File: src/hw/rtl/hfit_pkg.sv
// Types, constants and the solve microcode of the Helmert fit block.
package hfit_pkg;

  localparam int WW    = 192;
  localparam int CW    = 36;
  localparam int DW    = 32;
  localparam int SW    = 64;
  localparam int NSUMS = 7;
  localparam int OFFW  = 40;
  localparam int SCW   = 43;
  localparam logic signed [CW:0] DIFF_LIMIT = 37'sd2147483647;

  typedef enum logic [1:0] {
    ST_OK       = 2'd0,
    ST_SINGULAR = 2'd1,
    ST_RANGE    = 2'd2
  } status_t;

  typedef logic [NSUMS-1:0][SW-1:0] sum_arr_t;
  typedef logic [3:0][CW-1:0] pair_t;

  typedef struct packed {
    logic done;
    logic range_err;
  } acc_stat_t;

  typedef enum logic [1:0] {K_MAC, K_CHK, K_DIV, K_END} kind_t;
  typedef enum logic [2:0] {A_N, A_SSU, A_SSV, A_D, A_NC, A_ND, A_TMP, A_NDN} asel_t;
  typedef enum logic [3:0] {
    B_N, B_SSU, B_SSV, B_SSQ, B_STU, B_STV, B_SP, B_SQ,
    B_OX, B_OY, B_OTX, B_OTY, B_SCALE
  } bsel_t;
  typedef enum logic [2:0] {DST_NONE, DST_D, DST_NC, DST_ND, DST_NDN, DST_TMP, DST_T} dst_t;
  typedef enum logic {DEN_NDN, DEN_D} den_t;
  typedef enum logic [1:0] {R_OX, R_OY, R_SC, R_SS} res_t;

  typedef struct packed {
    kind_t kind;
    asel_t a;
    bsel_t b;
    logic  sub;
    logic  first;
    dst_t  dst;
    den_t  den;
    res_t  res;
  } uop_t;

  function automatic uop_t mac(input asel_t a, input bsel_t b, input logic sub,
                               input logic first, input dst_t dst);
    uop_t u;
    u = '{kind: K_MAC, a: a, b: b, sub: sub, first: first, dst: dst,
          den: DEN_D, res: R_OX};
    return u;
  endfunction

  function automatic uop_t dvd(input den_t den, input res_t res);
    uop_t u;
    u = '{kind: K_DIV, a: A_N, b: B_N, sub: 1'b0, first: 1'b0, dst: DST_NONE,
          den: den, res: res};
    return u;
  endfunction

  function automatic uop_t ucode(input logic [4:0] step);
    uop_t u;
    u = '{kind: K_END, a: A_N, b: B_N, sub: 1'b0, first: 1'b0, dst: DST_NONE,
          den: DEN_D, res: R_OX};
    unique case (step)
      5'd0:  u = mac(A_N,   B_SSQ,   1'b0, 1'b1, DST_NONE);
      5'd1:  u = mac(A_SSU, B_SSU,   1'b1, 1'b0, DST_NONE);
      5'd2:  u = mac(A_SSV, B_SSV,   1'b1, 1'b0, DST_D);
      5'd3:  u.kind = K_CHK;
      5'd4:  u = mac(A_N,   B_SP,    1'b0, 1'b1, DST_NONE);
      5'd5:  u = mac(A_SSU, B_STU,   1'b1, 1'b0, DST_NONE);
      5'd6:  u = mac(A_SSV, B_STV,   1'b1, 1'b0, DST_NC);
      5'd7:  u = mac(A_N,   B_SQ,    1'b0, 1'b1, DST_NONE);
      5'd8:  u = mac(A_SSU, B_STV,   1'b1, 1'b0, DST_NONE);
      5'd9:  u = mac(A_SSV, B_STU,   1'b0, 1'b0, DST_ND);
      5'd10: u = mac(A_D,   B_N,     1'b0, 1'b1, DST_NDN);
      5'd11: u = mac(A_NC,  B_OX,    1'b0, 1'b1, DST_NONE);
      5'd12: u = mac(A_ND,  B_OY,    1'b1, 1'b0, DST_TMP);
      5'd13: u = mac(A_D,   B_STU,   1'b0, 1'b1, DST_NONE);
      5'd14: u = mac(A_NC,  B_SSU,   1'b1, 1'b0, DST_NONE);
      5'd15: u = mac(A_ND,  B_SSV,   1'b0, 1'b0, DST_NONE);
      5'd16: u = mac(A_TMP, B_N,     1'b1, 1'b0, DST_NONE);
      5'd17: u = mac(A_NDN, B_OTX,   1'b0, 1'b0, DST_T);
      5'd18: u = dvd(DEN_NDN, R_OX);
      5'd19: u = mac(A_ND,  B_OX,    1'b0, 1'b1, DST_NONE);
      5'd20: u = mac(A_NC,  B_OY,    1'b0, 1'b0, DST_TMP);
      5'd21: u = mac(A_D,   B_STV,   1'b0, 1'b1, DST_NONE);
      5'd22: u = mac(A_ND,  B_SSU,   1'b1, 1'b0, DST_NONE);
      5'd23: u = mac(A_NC,  B_SSV,   1'b1, 1'b0, DST_NONE);
      5'd24: u = mac(A_TMP, B_N,     1'b1, 1'b0, DST_NONE);
      5'd25: u = mac(A_NDN, B_OTY,   1'b0, 1'b0, DST_T);
      5'd26: u = dvd(DEN_NDN, R_OY);
      5'd27: u = mac(A_NC,  B_SCALE, 1'b0, 1'b1, DST_T);
      5'd28: u = dvd(DEN_D, R_SC);
      5'd29: u = mac(A_ND,  B_SCALE, 1'b0, 1'b1, DST_T);
      5'd30: u = dvd(DEN_D, R_SS);
      default: u.kind = K_END;
    endcase
    return u;
  endfunction

endpackage

File: src/hw/rtl/hfit_mac.sv
// Shift-add multiply-accumulate unit: wide operand times 64-bit signed operand.
module hfit_mac (
  input  logic                          clk,
  input  logic                          rst,
  input  logic                          start,
  input  logic                          first,
  input  logic                          sub,
  input  logic signed [hfit_pkg::WW-1:0] a,
  input  logic signed [hfit_pkg::SW-1:0] b,
  output logic                          done,
  output logic signed [hfit_pkg::WW-1:0] acc
);

  localparam int CNTW = $clog2(hfit_pkg::SW);

  logic busy;
  logic [CNTW-1:0] cnt;
  logic [hfit_pkg::WW-1:0] a_sh;
  logic [hfit_pkg::SW-1:0] b_sh;
  logic sub_r;
  logic top_bit;

  assign top_bit = (cnt == CNTW'(hfit_pkg::SW - 1));

  always_ff @(posedge clk) begin
    if (rst) begin
      busy <= 1'b0;
      done <= 1'b0;
      cnt <= '0;
    end else begin
      done <= 1'b0;
      if (start) begin
        busy <= 1'b1;
        cnt <= '0;
        a_sh <= a;
        b_sh <= b;
        sub_r <= sub;
        if (first) begin
          acc <= '0;
        end
      end else if (busy) begin
        if (b_sh[0]) begin
          if (sub_r ^ top_bit) begin
            acc <= acc - $signed(a_sh);
          end else begin
            acc <= acc + $signed(a_sh);
          end
        end
        a_sh <= a_sh << 1;
        b_sh <= b_sh >> 1;
        cnt <= cnt + 1'b1;
        if (top_bit) begin
          busy <= 1'b0;
          done <= 1'b1;
        end
      end
    end
  end

endmodule

File: config.mk
export PLATFORM = sky130hd
export DESIGN_NAME = hfit_mac
export DESIGN_NICKNAME = d
export VERILOG_FILES = /design/src/hw/rtl/hfit_pkg.sv /design/src/hw/rtl/hfit_mac.sv
export SDC_FILE = /design/constraint.sdc
export NUM_CORES = 1
export LEC_CHECK = 0
export ABC_CLOCK_PERIOD_IN_PS = 20500
export BUFFER_PORTS_ARGS = -buffer_cell sky130_fd_sc_hd__buf_2
export CELL_PAD_IN_SITES_DETAIL_PLACEMENT = 0
export CELL_PAD_IN_SITES_GLOBAL_PLACEMENT = 2
export CORE_MARGIN = 1
export CORE_UTILIZATION = 37
export CTS_CLUSTER_DIAMETER = 150
export CTS_CLUSTER_SIZE = 8
export DETAILED_ROUTE_END_ITERATION = 10
export MAX_ROUTING_LAYER = met4
export PLACE_DENSITY = 0.87
export SYNTH_ARGS = -nofsm -noshare
export SYNTH_HDL_FRONTEND = slang
export SYNTH_SLANG_ARGS = --single-unit
File: constraint.sdc
create_clock -name clk -period 20.5 [get_ports clk]
set_input_delay 5.125 -clock clk [delete_from_list [all_inputs] [get_ports clk]]
set_output_delay 5.125 -clock clk [all_outputs]
set_load 0.02 [all_outputs]
==> flow_summary.toml <==
[die]
start_util_pct = 37.4
die_w_um = 314
pin_count = 454
rows = 114
dieHeight_um = 314
core_mm2 = 0.0966
die-area_mm2 = 0.0987

[critical_path]
critPathArrivalTime_ns = 9.06
crit_required_ns = 20.86
cpMostUsedCell = "nand2_1"
slowest_delay_ns = 1.10
reg2reg_to = "acc[178]"
crit_path_start_kind = "flip-flop"
crit_type = "reg2reg"
crit_cells = 22
startpoint = "a_sh[33]"
cpMaxStageDelayCell = "o21ai_0"
crit_buf_inv = 1
path_delay_family = "simple AND/OR/NAND/NOR gates"
ff2ff_setup_slack_ns = 11.80
path_cells = "or4_1 > nor3_2 > nand3_1 > nor4_4 > nand2_1 > o21ai_0 > o21ai_0 > xnor2_1 > ha_1 > nand2_1 > nor2_1 > nand2_1 > nor4b_1 > nand3_1 > nor4bb_1 > nor3_1 > buf_4 > o31a_1 > o41ai_2 > a31oi_1 > xnor2_1 > nor2_1"
r2r_cells = 22
endpoint_kind = "flip-flop"
worstPathMaxFanout = 8
rr_startpoint = "a_sh[33]"
endpoint = "acc[178]"

[placed_design]
portBuffers = 453
place_hpwl_mm = 126
gp_congestion = 1.04
place_inst = 5558

[cts]
post_cts_buffers = 0
h-tree-depth = 3
clock_sinks = 457
clk_pin_slew_ns = 0.06
cts_hold_buf = 0
clock_latency_ns = 0.68
cts_tree = "yes"
numCtsBuffers = 67
clock_path_buffers = 3
ctsResizeCount = 0
root_buffer = "clkbuf_16"

[timing]
period_share_pct = 42.4
rsz0062_at_grt = "no"
drv_slew = 0
hold_viol = 0
worst_pin_slew_ns = 1.37
period_needed_ns = 8.70
worst_clock_skew_ns = 0.0507
setup_viol = 0
setup_tns_ns = 0
fmaxAchievable_ghz = 0.115
slew-limit-headroom_pct = 7.96

[power_and_ir_drop]
internal-power_mw = 2.16
power.leakage_nw = 15.3
swShare_pct = 38.0
peakVddDrop_uv = 51.4
power_frac_seq_pct = 34.7
pwr-share-comb_pct = 34.7
clkPwrFrac_pct = 30.6
p_per_area_mw_per_mm2 = 83.9
p_switching_mw = 1.32

[logic_synthesis]
synth-main-ff-cell = "edfxtp_1"
synth_cells = 3971
yosys-top-cells-count = "nor2_1, edfxtp_1, nand2_1"
synth_area_mm2 = 0.0361
synth_edf_count = 449
synth.avg_cell_area_um2 = 9.08
yosys.area.top_type = "edfxtp_1"
synth.most_common_cell = "nor2_1"
yosys_warnings = 0
synth_cell_types = 82
synth_area_leaders = "edfxtp_1, mux2_2, ha_1, xnor2_1, nor2_1"
synth.top_cell.area_share_pct = 37.4
async_reset_ff_share_pct = 0
synth-seq-cells = 457
yosysSeqAreaShare_pct = 37.8
syn-num-nets = 4427

[outcome]
status = "finished clean"

[finish]
seq_area_mm2 = 0.0136
areaGrowthSynthToFinish_pct = 15.1
drive_gt1_share_pct = 20.1
layout.cells.non_filler = 5664
fillers = 9657
fin_nets = 4807
multiInputGateArea_mm2 = 0.0215

[global_routing]
grt-ovfl-total = 0
grt_max_degree = 174
grt_antenna_before_repair = 16
grt_pass1_vias = 32300
grt_pass1_wl_mm = 222
grt_use_total_pct = 31.5

[detailed_routing]
drt_iter0_drc = 3866
num_vias = 34000
ant_nets = 0
dr.pass1.iters = 6
wl_mm = 156
remaining_drc_errors = 0
viasPerCell = 6.00
routedWlPerCell_um = 27.6

[run]
maxCapViolations = 0

[worst_hold_path]
hold_class = "reg2reg"
min_from = "cnt[5]"
## area by class of cell
class	instances	area share [%]
clock buffer	86	4.21
multi-input combinational	3249	51.8
sequential	457	32.9
clock inverter	7	0.298
tap	1276	3.85
antenna	13	0.0784
timing repair buffer	484	6.08
inverter	92	0.832
## placed cells by master, fill, tap and decap left out, types with 13 or more instances in the layout
master	count
nand4_1	117
a31oi_1	39
diode_2	13
ha_1	194
buf_4	30
or2_2	28
nand2_1	369
a21oi_1	367
nor2_1	488
or3_1	38
nor3_1	115
inv_1	92
xor2_1	162
o41ai_1	20
edfxtp_1	449
a21o_1	65
nand3_1	53
o21a_1	33
or4_1	23
buf_2	452
o31ai_1	36
clkbuf_1	19
nor4_1	56
o21bai_1	60
o21ai_0	264
mux2_2	250
nor2b_1	21
nand2b_1	16
and3_1	21
clkbuf_16	67
a21boi_0	24
xnor2_1	214
## power by group through the flow
| stage | sequential, mW | combinational [mW] | clock (mW) |
|---|---|---|---|
| 2_1_floorplan | 1.23 | 0.781 | 0 |
| 3_5_place_dp | 1.22 | 1.18 | 0 |
| 4_1_cts | 1.21 | 1.19 | 1.08 |
| 3_3_place_gp | 1.22 | 1.19 | 0 |
| 5_1_grt | 1.21 | 1.30 | 1.11 |
| 6_report | 1.21 | 1.21 | 1.07 |
## through the flow
stage	hold slack [ns]	power, mW	setup WS, ns	instance area, µm²	utilization (%)
finish	0.515	3.48	11.80	41500	43.0
global route	0.540	3.62	11.35	41500	43.0
CTS	0.519	3.48	12.13	41500	43.0
detailed placement	0.501	2.40	12.07	39600	41.0
global placement	0.494	2.41	12.09	39600	41.0
floorplan	0.472	2.01	3.05	36100	-
## how the worst min path moves through the flow
stage                     endpoint  depth (start not counted)  slack [ns]
after detailed placement    cnt[4]                          2        0.50
after CTS                   cnt[5]                          2        0.52
after global routing        cnt[4]                          2        0.54
final                       cnt[5]                          2        0.52
after global placement      cnt[5]                          2        0.49
after floorplan             cnt[4]                          2        0.47
## worst min-delay path: cells and delay by family, from the launching register on
family | cells | cell delay [ns]
simple gates | 1 | 0.07
flops | 1 | 0.34
xor+xnor | 1 | 0.07
## kinds of logic after synthesis
group,after synthesis,share of synthesized area [%]
XOR/XNOR,378,9.18
flip-flops,457,37.8
AND/OR/NAND/NOR,1412,18.6
AO/OA/AOI/OAI,1013,17.0
multiplexers,251,7.83
adder cells (fa/ha/maj),195,6.78
buffers and inverters,265,2.76
## flip-flops by register name (all words and copies together), names as in the netlist
register	count
sub_r	1
cnt	6
a_sh	192
done	1
acc	192
b_sh	64
busy	1
## layer usage
| metal | track usage, % | wire length, µm | vias up |
|---|---|---|---|
| met2 | 46.2 | 68100 | 1711 |
| li1 | - | - | 15500 |
| met1 | 43.0 | 67100 | 16500 |
| met3 | 4.84 | 14200 | 251 |
| met4 | 13.5 | 6950 | 0 |
| met5 | - | 0 | - |
Note: power is estimated with default switching activity, not from simulation.
