--- src/hw/rtl/hfit_pkg.sv ---
// Types, constants and the solve microcode of the Helmert fit block.
package hfit_pkg;

  localparam int WW    = 192;
  localparam int CW    = 36;
  localparam int DW    = 32;
  localparam int SW    = 64;
  localparam int NSUMS = 7;
  localparam int OFFW  = 40;
  localparam int SCW   = 43;
  localparam logic signed [CW:0] DIFF_LIMIT = 37'sd2147483647;

  typedef enum logic [1:0] {
    ST_OK       = 2'd0,
    ST_SINGULAR = 2'd1,
    ST_RANGE    = 2'd2
  } status_t;

  typedef logic [NSUMS-1:0][SW-1:0] sum_arr_t;
  typedef logic [3:0][CW-1:0] pair_t;

  typedef struct packed {
    logic done;
    logic range_err;
  } acc_stat_t;

  typedef enum logic [1:0] {K_MAC, K_CHK, K_DIV, K_END} kind_t;
  typedef enum logic [2:0] {A_N, A_SSU, A_SSV, A_D, A_NC, A_ND, A_TMP, A_NDN} asel_t;
  typedef enum logic [3:0] {
    B_N, B_SSU, B_SSV, B_SSQ, B_STU, B_STV, B_SP, B_SQ,
    B_OX, B_OY, B_OTX, B_OTY, B_SCALE
  } bsel_t;
  typedef enum logic [2:0] {DST_NONE, DST_D, DST_NC, DST_ND, DST_NDN, DST_TMP, DST_T} dst_t;
  typedef enum logic {DEN_NDN, DEN_D} den_t;
  typedef enum logic [1:0] {R_OX, R_OY, R_SC, R_SS} res_t;

  typedef struct packed {
    kind_t kind;
    asel_t a;
    bsel_t b;
    logic  sub;
    logic  first;
    dst_t  dst;
    den_t  den;
    res_t  res;
  } uop_t;

  function automatic uop_t mac(input asel_t a, input bsel_t b, input logic sub,
                               input logic first, input dst_t dst);
    uop_t u;
    u = '{kind: K_MAC, a: a, b: b, sub: sub, first: first, dst: dst,
          den: DEN_D, res: R_OX};
    return u;
  endfunction

  function automatic uop_t dvd(input den_t den, input res_t res);
    uop_t u;
    u = '{kind: K_DIV, a: A_N, b: B_N, sub: 1'b0, first: 1'b0, dst: DST_NONE,
          den: den, res: res};
    return u;
  endfunction

  function automatic uop_t ucode(input logic [4:0] step);
    uop_t u;
    u = '{kind: K_END, a: A_N, b: B_N, sub: 1'b0, first: 1'b0, dst: DST_NONE,
          den: DEN_D, res: R_OX};
    unique case (step)
      5'd0:  u = mac(A_N,   B_SSQ,   1'b0, 1'b1, DST_NONE);
      5'd1:  u = mac(A_SSU, B_SSU,   1'b1, 1'b0, DST_NONE);
      5'd2:  u = mac(A_SSV, B_SSV,   1'b1, 1'b0, DST_D);
      5'd3:  u.kind = K_CHK;
      5'd4:  u = mac(A_N,   B_SP,    1'b0, 1'b1, DST_NONE);
      5'd5:  u = mac(A_SSU, B_STU,   1'b1, 1'b0, DST_NONE);
      5'd6:  u = mac(A_SSV, B_STV,   1'b1, 1'b0, DST_NC);
      5'd7:  u = mac(A_N,   B_SQ,    1'b0, 1'b1, DST_NONE);
      5'd8:  u = mac(A_SSU, B_STV,   1'b1, 1'b0, DST_NONE);
      5'd9:  u = mac(A_SSV, B_STU,   1'b0, 1'b0, DST_ND);
      5'd10: u = mac(A_D,   B_N,     1'b0, 1'b1, DST_NDN);
      5'd11: u = mac(A_NC,  B_OX,    1'b0, 1'b1, DST_NONE);
      5'd12: u = mac(A_ND,  B_OY,    1'b1, 1'b0, DST_TMP);
      5'd13: u = mac(A_D,   B_STU,   1'b0, 1'b1, DST_NONE);
      5'd14: u = mac(A_NC,  B_SSU,   1'b1, 1'b0, DST_NONE);
      5'd15: u = mac(A_ND,  B_SSV,   1'b0, 1'b0, DST_NONE);
      5'd16: u = mac(A_TMP, B_N,     1'b1, 1'b0, DST_NONE);
      5'd17: u = mac(A_NDN, B_OTX,   1'b0, 1'b0, DST_T);
      5'd18: u = dvd(DEN_NDN, R_OX);
      5'd19: u = mac(A_ND,  B_OX,    1'b0, 1'b1, DST_NONE);
      5'd20: u = mac(A_NC,  B_OY,    1'b0, 1'b0, DST_TMP);
      5'd21: u = mac(A_D,   B_STV,   1'b0, 1'b1, DST_NONE);
      5'd22: u = mac(A_ND,  B_SSU,   1'b1, 1'b0, DST_NONE);
      5'd23: u = mac(A_NC,  B_SSV,   1'b1, 1'b0, DST_NONE);
      5'd24: u = mac(A_TMP, B_N,     1'b1, 1'b0, DST_NONE);
      5'd25: u = mac(A_NDN, B_OTY,   1'b0, 1'b0, DST_T);
      5'd26: u = dvd(DEN_NDN, R_OY);
      5'd27: u = mac(A_NC,  B_SCALE, 1'b0, 1'b1, DST_T);
      5'd28: u = dvd(DEN_D, R_SC);
      5'd29: u = mac(A_ND,  B_SCALE, 1'b0, 1'b1, DST_T);
      5'd30: u = dvd(DEN_D, R_SS);
      default: u.kind = K_END;
    endcase
    return u;
  endfunction

endpackage

--- src/hw/rtl/hfit_div.sv ---
// Restoring divider that rounds to nearest with ties away from zero.
module hfit_div (
  input  logic                          clk,
  input  logic                          rst,
  input  logic                          start,
  input  logic signed [hfit_pkg::WW-1:0] num,
  input  logic [hfit_pkg::WW-1:0]       den,
  output logic                          done,
  output logic signed [hfit_pkg::WW-1:0] q
);

  localparam int CNTW = $clog2(hfit_pkg::WW);

  logic busy;
  logic neg;
  logic [CNTW-1:0] cnt;
  logic [hfit_pkg::WW-1:0] dvd;
  logic [hfit_pkg::WW-1:0] dvs;
  logic [hfit_pkg::WW-1:0] rem;
  logic [hfit_pkg::WW-1:0] mag;
  logic [hfit_pkg::WW:0] rem_sh;
  logic fits;

  assign mag = num[hfit_pkg::WW-1] ? -num : num;
  assign rem_sh = {rem, dvd[hfit_pkg::WW-1]};
  assign fits = (rem_sh >= {1'b0, dvs});
  assign q = neg ? -$signed(dvd) : $signed(dvd);

  always_ff @(posedge clk) begin
    if (rst) begin
      busy <= 1'b0;
      done <= 1'b0;
      cnt <= '0;
    end else begin
      done <= 1'b0;
      if (start) begin
        busy <= 1'b1;
        cnt <= '0;
        neg <= num[hfit_pkg::WW-1];
        dvd <= (mag << 1) + den;
        dvs <= den << 1;
        rem <= '0;
      end else if (busy) begin
        if (fits) begin
          rem <= hfit_pkg::WW'(rem_sh - {1'b0, dvs});
        end else begin
          rem <= rem_sh[hfit_pkg::WW-1:0];
        end
        dvd <= {dvd[hfit_pkg::WW-2:0], fits};
        cnt <= cnt + 1'b1;
        if (cnt == CNTW'(hfit_pkg::WW - 1)) begin
          busy <= 1'b0;
          done <= 1'b1;
        end
      end
    end
  end

endmodule

--- config.mk ---
export PLATFORM = sky130hd
export DESIGN_NAME = hfit_div
export DESIGN_NICKNAME = d
export VERILOG_FILES = /design/src/hw/rtl/hfit_pkg.sv /design/src/hw/rtl/hfit_div.sv
export SDC_FILE = /design/constraint.sdc
export NUM_CORES = 2
export LEC_CHECK = 0
export ABC_CLOCK_PERIOD_IN_PS = 34200
export BUFFER_PORTS_ARGS = -buffer_cell sky130_fd_sc_hd__buf_2
export CORE_ASPECT_RATIO = 2
export CORE_UTILIZATION = 45
export DETAILED_ROUTE_END_ITERATION = 8
export HOLD_SLACK_MARGIN = 0.12
export PLACE_DENSITY = 0.73
export SETUP_SLACK_MARGIN = 0.15
export SYNTH_ARGS = -nofsm -noshare
export SYNTH_HDL_FRONTEND = slang
export SYNTH_SLANG_ARGS = --single-unit
export TNS_END_PERCENT = 20
--- constraint.sdc ---
create_clock -name clk -period 34.2 [get_ports clk]
set_clock_uncertainty 0.2 [all_clocks]
set_input_delay 3.42 -clock clk [delete_from_list [all_inputs] [get_ports clk]]
set_output_delay 3.42 -clock clk [all_outputs]
set_load 0.02 [all_outputs]
==> results.sh, run 1 <==
export IMPL_status="aborted with a tool error"
export IMPL_lastStage="5_1_grt"
export IMPL_first_error="[ERROR GRT-0116] Global routing finished with congestion. Check the congestion regions in the DRC Viewer."
export IMPL_die_x_um=260
export IMPL_syn_inst=7419
export IMPL_synthesis_area_per_instance_um2=8.06
export IMPL_grt_pass1_wl_um=557000
export IMPL_yosysTopAreaCell="edfxtp_1"
export IMPL_grt_max_degree=197
export IMPL_holdBufCountCts=0
export IMPL_post_cts_setup_buffers=0
export IMPL_port_buffer_count=579
export IMPL_ys_warn_count=0
export IMPL_finalWeightedCongestion=1.21
export IMPL_synth_flop_cell="edfxtp_1"
export IMPL_synth_edff_count=576
export IMPL_grt_overflow_total=911
export IMPL_synth_nets=8244
export IMPL_cts_resized=0
export IMPL_dp_cells=9415
export IMPL_synth_area_leaders="edfxtp_1, ha_1, xnor2_1"
export IMPL_dpl_hpwl_um=296000
export IMPL_num_rows=188
export IMPL_cts_root_buffer="clkbuf_16"
export IMPL_cts_htree_levels=2
export IMPL_die_y_um=518
export IMPL_cts_sinks=586
export IMPL_grt_pass1_vias=72090
export IMPL_start_util_pct=45.5
export IMPL_synthesis_area_um2=59800
export IMPL_grt_use_total_pct=57.8
export IMPL_ys_seq_area_share_pct=29.2
export IMPL_yosys_register_bits=586
export IMPL_yosysUniqueCellTypes=85
export IMPL_cts_made_buffers=56
export IMPL_io_pins=580
export IMPL_clockBufferDepth=3
export IMPL_ys_async_sr_fraction_pct=0
export IMPL_synth_top_cell_area_share_pct=28.9
[cell usage after synthesis (all sizes together), types with 9 or more instances]
library cell and count:
inv 342, a31oi 46, and3 23, a221oi 17, xnor2 570, nor4 92
ha 436, clkbuf 322, nand2b 72, a22o 15, or4 66, o21ai 564
o31ai 119, nand3 103, nand3b 11, a21o 163, nand4 259, or3 82
or2 50, nor3 159, o211ai 25, a21boi 40, edfxtp 576, a21oi 835
o21bai 128, xor2 179, o21a 70, mux2 169, o221ai 9, dfxtp 10
buf 12, o41ai 62, and2 29, and4 19, nor2 564, a211oi 63
nor2b 28, nand2 947
[stage by stage]
step | instance area (µm²) | worst slack (ns) | hold WS (ns) | util (%)
3_5_place_dp | 64000 | 21.68 | 0.298 | 48.7
4_1_cts | 65900 | 22.37 | 0.310 | 50.1
2_1_floorplan | 59800 | 12.65 | 0.254 | -
3_3_place_gp | 64000 | 21.64 | 0.265 | 48.7
[per-layer routing]
metal,GRT usage [%],GRT overflow
met5,0.402,0
met4,70.3,244
met2,90.8,664
met1,50.5,0
met3,24.5,3
[logic make-up after synthesis]
family / after synthesis / share of synthesized area, %
adder cells (fa/ha/maj): 438 / 9.19
flip-flops: 586 / 29.2
XOR/XNOR: 749 / 11.0
AND/OR/NAND/NOR: 2524 / 20.0
buffers and inverters: 676 / 4.26
AO/OA/AOI/OAI: 2270 / 23.1
multiplexers: 176 / 3.30
==> run 2: changes to the inputs <==
--- a/config.mk
+++ b/config.mk
@@ -7,12 +7,9 @@
 export LEC_CHECK = 0
 export ABC_CLOCK_PERIOD_IN_PS = 34200
 export BUFFER_PORTS_ARGS = -buffer_cell sky130_fd_sc_hd__buf_2
-export CORE_ASPECT_RATIO = 2
-export CORE_UTILIZATION = 45
+export CORE_UTILIZATION = 30
 export DETAILED_ROUTE_END_ITERATION = 8
-export HOLD_SLACK_MARGIN = 0.12
-export PLACE_DENSITY = 0.73
-export SETUP_SLACK_MARGIN = 0.15
+export PLACE_DENSITY_LB_ADDON = 0.15
 export SYNTH_ARGS = -nofsm -noshare
 export SYNTH_HDL_FRONTEND = slang
 export SYNTH_SLANG_ARGS = --single-unit
==> run 2 against run 1 <==
  * The run now ends clean
  * Area after synthesis unchanged
  * Synthesized cell count stayed put
==> results.sh, run 2 <==
export IMPL_cts_sinks=586
export IMPL_fin_hold_ws_ns=0.283
export IMPL_fillerInstances=20946
export IMPL_worstSetupEndpointType="register"
export IMPL_dpl_hpwl_um=275000
export IMPL_synth_top_cell_area_share_pct=28.9
export IMPL_power_mw=3.28
export IMPL_grt_max_degree=142
export IMPL_io_pins=580
export IMPL_multi_input_area_um2=39800
export IMPL_cts_root_buffer="clkbuf_16"
export IMPL_clockBufferDepth=3
export IMPL_yosysUniqueCellTypes=85
export IMPL_p_switching_mw=1.41
export IMPL_synth_simple_area_share_pct=20.0
export IMPL_seq_power_share_pct=29.5
export IMPL_clkLatencyLatePin_ns=0.74
export IMPL_cpMaxStageDelayCell="o41ai_1"
export IMPL_syn_inst=7419
export IMPL_cts_resized=0
export IMPL_vias=62214
export IMPL_critPathMaxFanout=10
export IMPL_finalCritPeriodShare_pct=34.6
export IMPL_final_hold_viol_count=0
export IMPL_num_rows=163
export IMPL_grt_overflow_total=0
export IMPL_powerDensity_nw_per_um2=48.2
export IMPL_syn2layout_area_growth_pct=13.8
export IMPL_synthAdderAreaFrac_pct=9.19
export IMPL_drtPass1Iterations=7
export IMPL_grt_pass1_vias=58609
export IMPL_finalWeightedCongestion=1.07
export IMPL_drt_total_wl_um=324000
export IMPL_fmax_mhz=84.4
export IMPL_synth_xor_xnor_area_share_pct=11.0
export IMPL_die_y_um=449
export IMPL_comb_power_share_pct=44.6
export IMPL_ys_seq_area_share_pct=29.2
export IMPL_reg_top3="dvd: 192 flops, rem: 192 flops, dvs: 191 flops"
export IMPL_avgRoutedWirePerCell_um=30.5
export IMPL_seqCellArea_um2=17500
export IMPL_cp_start_kind="input pin"
export IMPL_synth_nets=8244
export IMPL_cp_data_required_time_ns=34.47
export IMPL_drtIter0Drc=7377
export IMPL_post_cts_setup_buffers=0
export IMPL_port_buffer_count=579
export IMPL_die_area_um2=201000
export IMPL_via_per_inst=5.87
export IMPL_synthesis_area_um2=59800
export IMPL_cap_violations=0
export IMPL_coreArea_um2=198000
export IMPL_cts_tree="built"
export IMPL_ys_top_cells_by_count="nand2_1, a21oi_1, edfxtp_1"
export IMPL_synth_most_common_cell="nand2_1"
export IMPL_synth_compound_area_share_pct=23.1
export IMPL_synth_edff_count=576
export IMPL_finalSetupTns_ns=0
export IMPL_mostFrequentLayoutCells="nand2_1, a21oi_1, buf_2, edfxtp_1, xnor2_1"
export IMPL_max_slew_worst_pin_slew_ns=1.29
export IMPL_crit_type="input pin to register"
export IMPL_vdd_drop_max_v=0.0000323
export IMPL_antenna_left=0
export IMPL_synth_area_leaders="edfxtp_1, ha_1, xnor2_1"
export IMPL_cts_htree_levels=3
export IMPL_cp_cell_sequence="buf_2 > or4_1 > nor3_1 > nand3_1 > or3_1 > and4b_4 > and4_1 > nand2_2 > or3_1 > or2_2 > nor2_1 > nand2_1 > o41ai_1 > xnor2_1 > ha_1 > nand4_1 > nor2_1 > and2_1 > nand3_1 > a2111oi_2 > o31ai_1 > nand2_1 > xor2_1 > mux2_2"
export IMPL_intPower_mw=1.87
export IMPL_synth_flop_cell="edfxtp_1"
export IMPL_ys_async_sr_fraction_pct=0
export IMPL_critical_path_max_stage_delay_ns=1.01
export IMPL_start_util_pct=30.3
export IMPL_fin_nets=8616
export IMPL_drive_above_1_share_pct=13.0
export IMPL_ys_warn_count=0
export IMPL_clkTransAtPathRegs_ns=0.06
export IMPL_grt_use_total_pct=30.8
export IMPL_clkPwrFrac_pct=25.9
export IMPL_drc_errors=0
export IMPL_yosysTopAreaCell="edfxtp_1"
export IMPL_synthMuxAreaShare_pct=3.30
export IMPL_r2r_setup_slack_ns=26.92
export IMPL_cts_made_buffers=78
export IMPL_rsz0062_at_grt="false"
export IMPL_min_path_type="register to register"
export IMPL_holdBufCountCts=0
export IMPL_die_x_um=449
export IMPL_p_leak_nw=25.3
export IMPL_drv_slew=0
export IMPL_grt_antenna_before_repair=192
export IMPL_status="complete, no violations"
export IMPL_setup_viol=0
export IMPL_synthesis_area_per_instance_um2=8.06
export IMPL_period_needed_ns=11.85
export IMPL_yosys_register_bits=586
export IMPL_final_common_cell="nand2_1"
export IMPL_critical_path_arrival_ns=12.11
export IMPL_synth_top_family_by_area="compound AO/OA/AOI/OAI gates"
export IMPL_p_sw_share_pct=43.0
export IMPL_slew_headroom_pct=12.9
export IMPL_grt_pass1_wl_um=447000
==> run 2: cell counts after synthesis <==
No cell type changed its count.
==> run 2: power by group through the flow <==
| stage | clock (mW) | sequential (mW) | combinational, mW |
|---|---|---|---|
| after floorplan | 0 | 0.964 | 0.926 |
| after global placement | 0 | 0.978 | 1.43 |
| after detailed placement | 0 | 0.979 | 1.41 |
| after CTS | 0.870 | 0.966 | 1.42 |
| after global routing | 0.892 | 0.975 | 1.56 |
| final | 0.849 | 0.967 | 1.46 |
==> run 2: area by class of cell <==
class                   count  area share, %
multi-input cells        6157           58.5
flip-flops and latches    586           25.7
repair buffers            626           4.86
well taps                2640           4.85
clock buffers              85           2.94
inverters                 342           1.89
clock inverters            60          0.864
diodes                     94          0.346
==> run 2: worst max-delay path: cells and delay by family <==
kind	cells	cell delay, ns
fa+ha+maj	1	0.58
buf+inv	1	0.12
mux	1	0.27
compound gates	3	2.11
xor+xnor	2	0.24
simple gates	16	5.36
==> run 2: per-layer routing <==
| layer | routed length [µm] | global-route usage (%) | part of all wire [%] |
|---|---|---|---|
| met1 | 149000 | 44.1 | 46 |
| met2 | 135000 | 44.6 | 42 |
| met3 | 22500 | 4.19 | 7.0 |
| met4 | 16900 | 15.9 | 5.2 |
| met5 | 145 | 0 | 0.045 |
==> run 2: worst paths after layout <==
check,from,endpoint,cells after the start
max,num[35],dvd[190]$_DFFE_PP_,24
min,cnt[5]$_SDFFE_PP0P_,cnt[5]$_SDFFE_PP0P_,2
max reg2reg,dvs[2]$_DFFE_PP_,rem[70]$_SDFFCE_PP0P_,16
min reg2reg,cnt[5]$_SDFFE_PP0P_,cnt[5]$_SDFFE_PP0P_,2
==> run 2: stage by stage <==
| step | std cells | setup slack, ns | utilization [%] | area (µm²) |
|---|---|---|---|---|
| final | 10590 | 22.36 | 34.4 | 68100 |
| after CTS | 10496 | 22.64 | 34.3 | 67800 |
| after detailed placement | 10351 | 21.91 | 33.0 | 65200 |
| after floorplan | 7419 | 12.65 | - | 59800 |
| after global placement | 10351 | 20.96 | 33.0 | 65200 |
| after global routing | 10565 | 22.41 | 34.4 | 68000 |
==> run 2: kinds of logic (layout without fill, tap and decap cells) <==
kind of cell               after synthesis  count (layout)
buffers and inverters                  676            1113
xor gates and xnor gates               749             749
AOI/OAI and AO/OA                     2270            2270
other                                    0              94
and+or+nand+nor                       2524            2524
adders and majority gates              438             438
muxes                                  176             176
DFF                                    586             586
No activity file was read; power rests on OpenSTA's default activity.
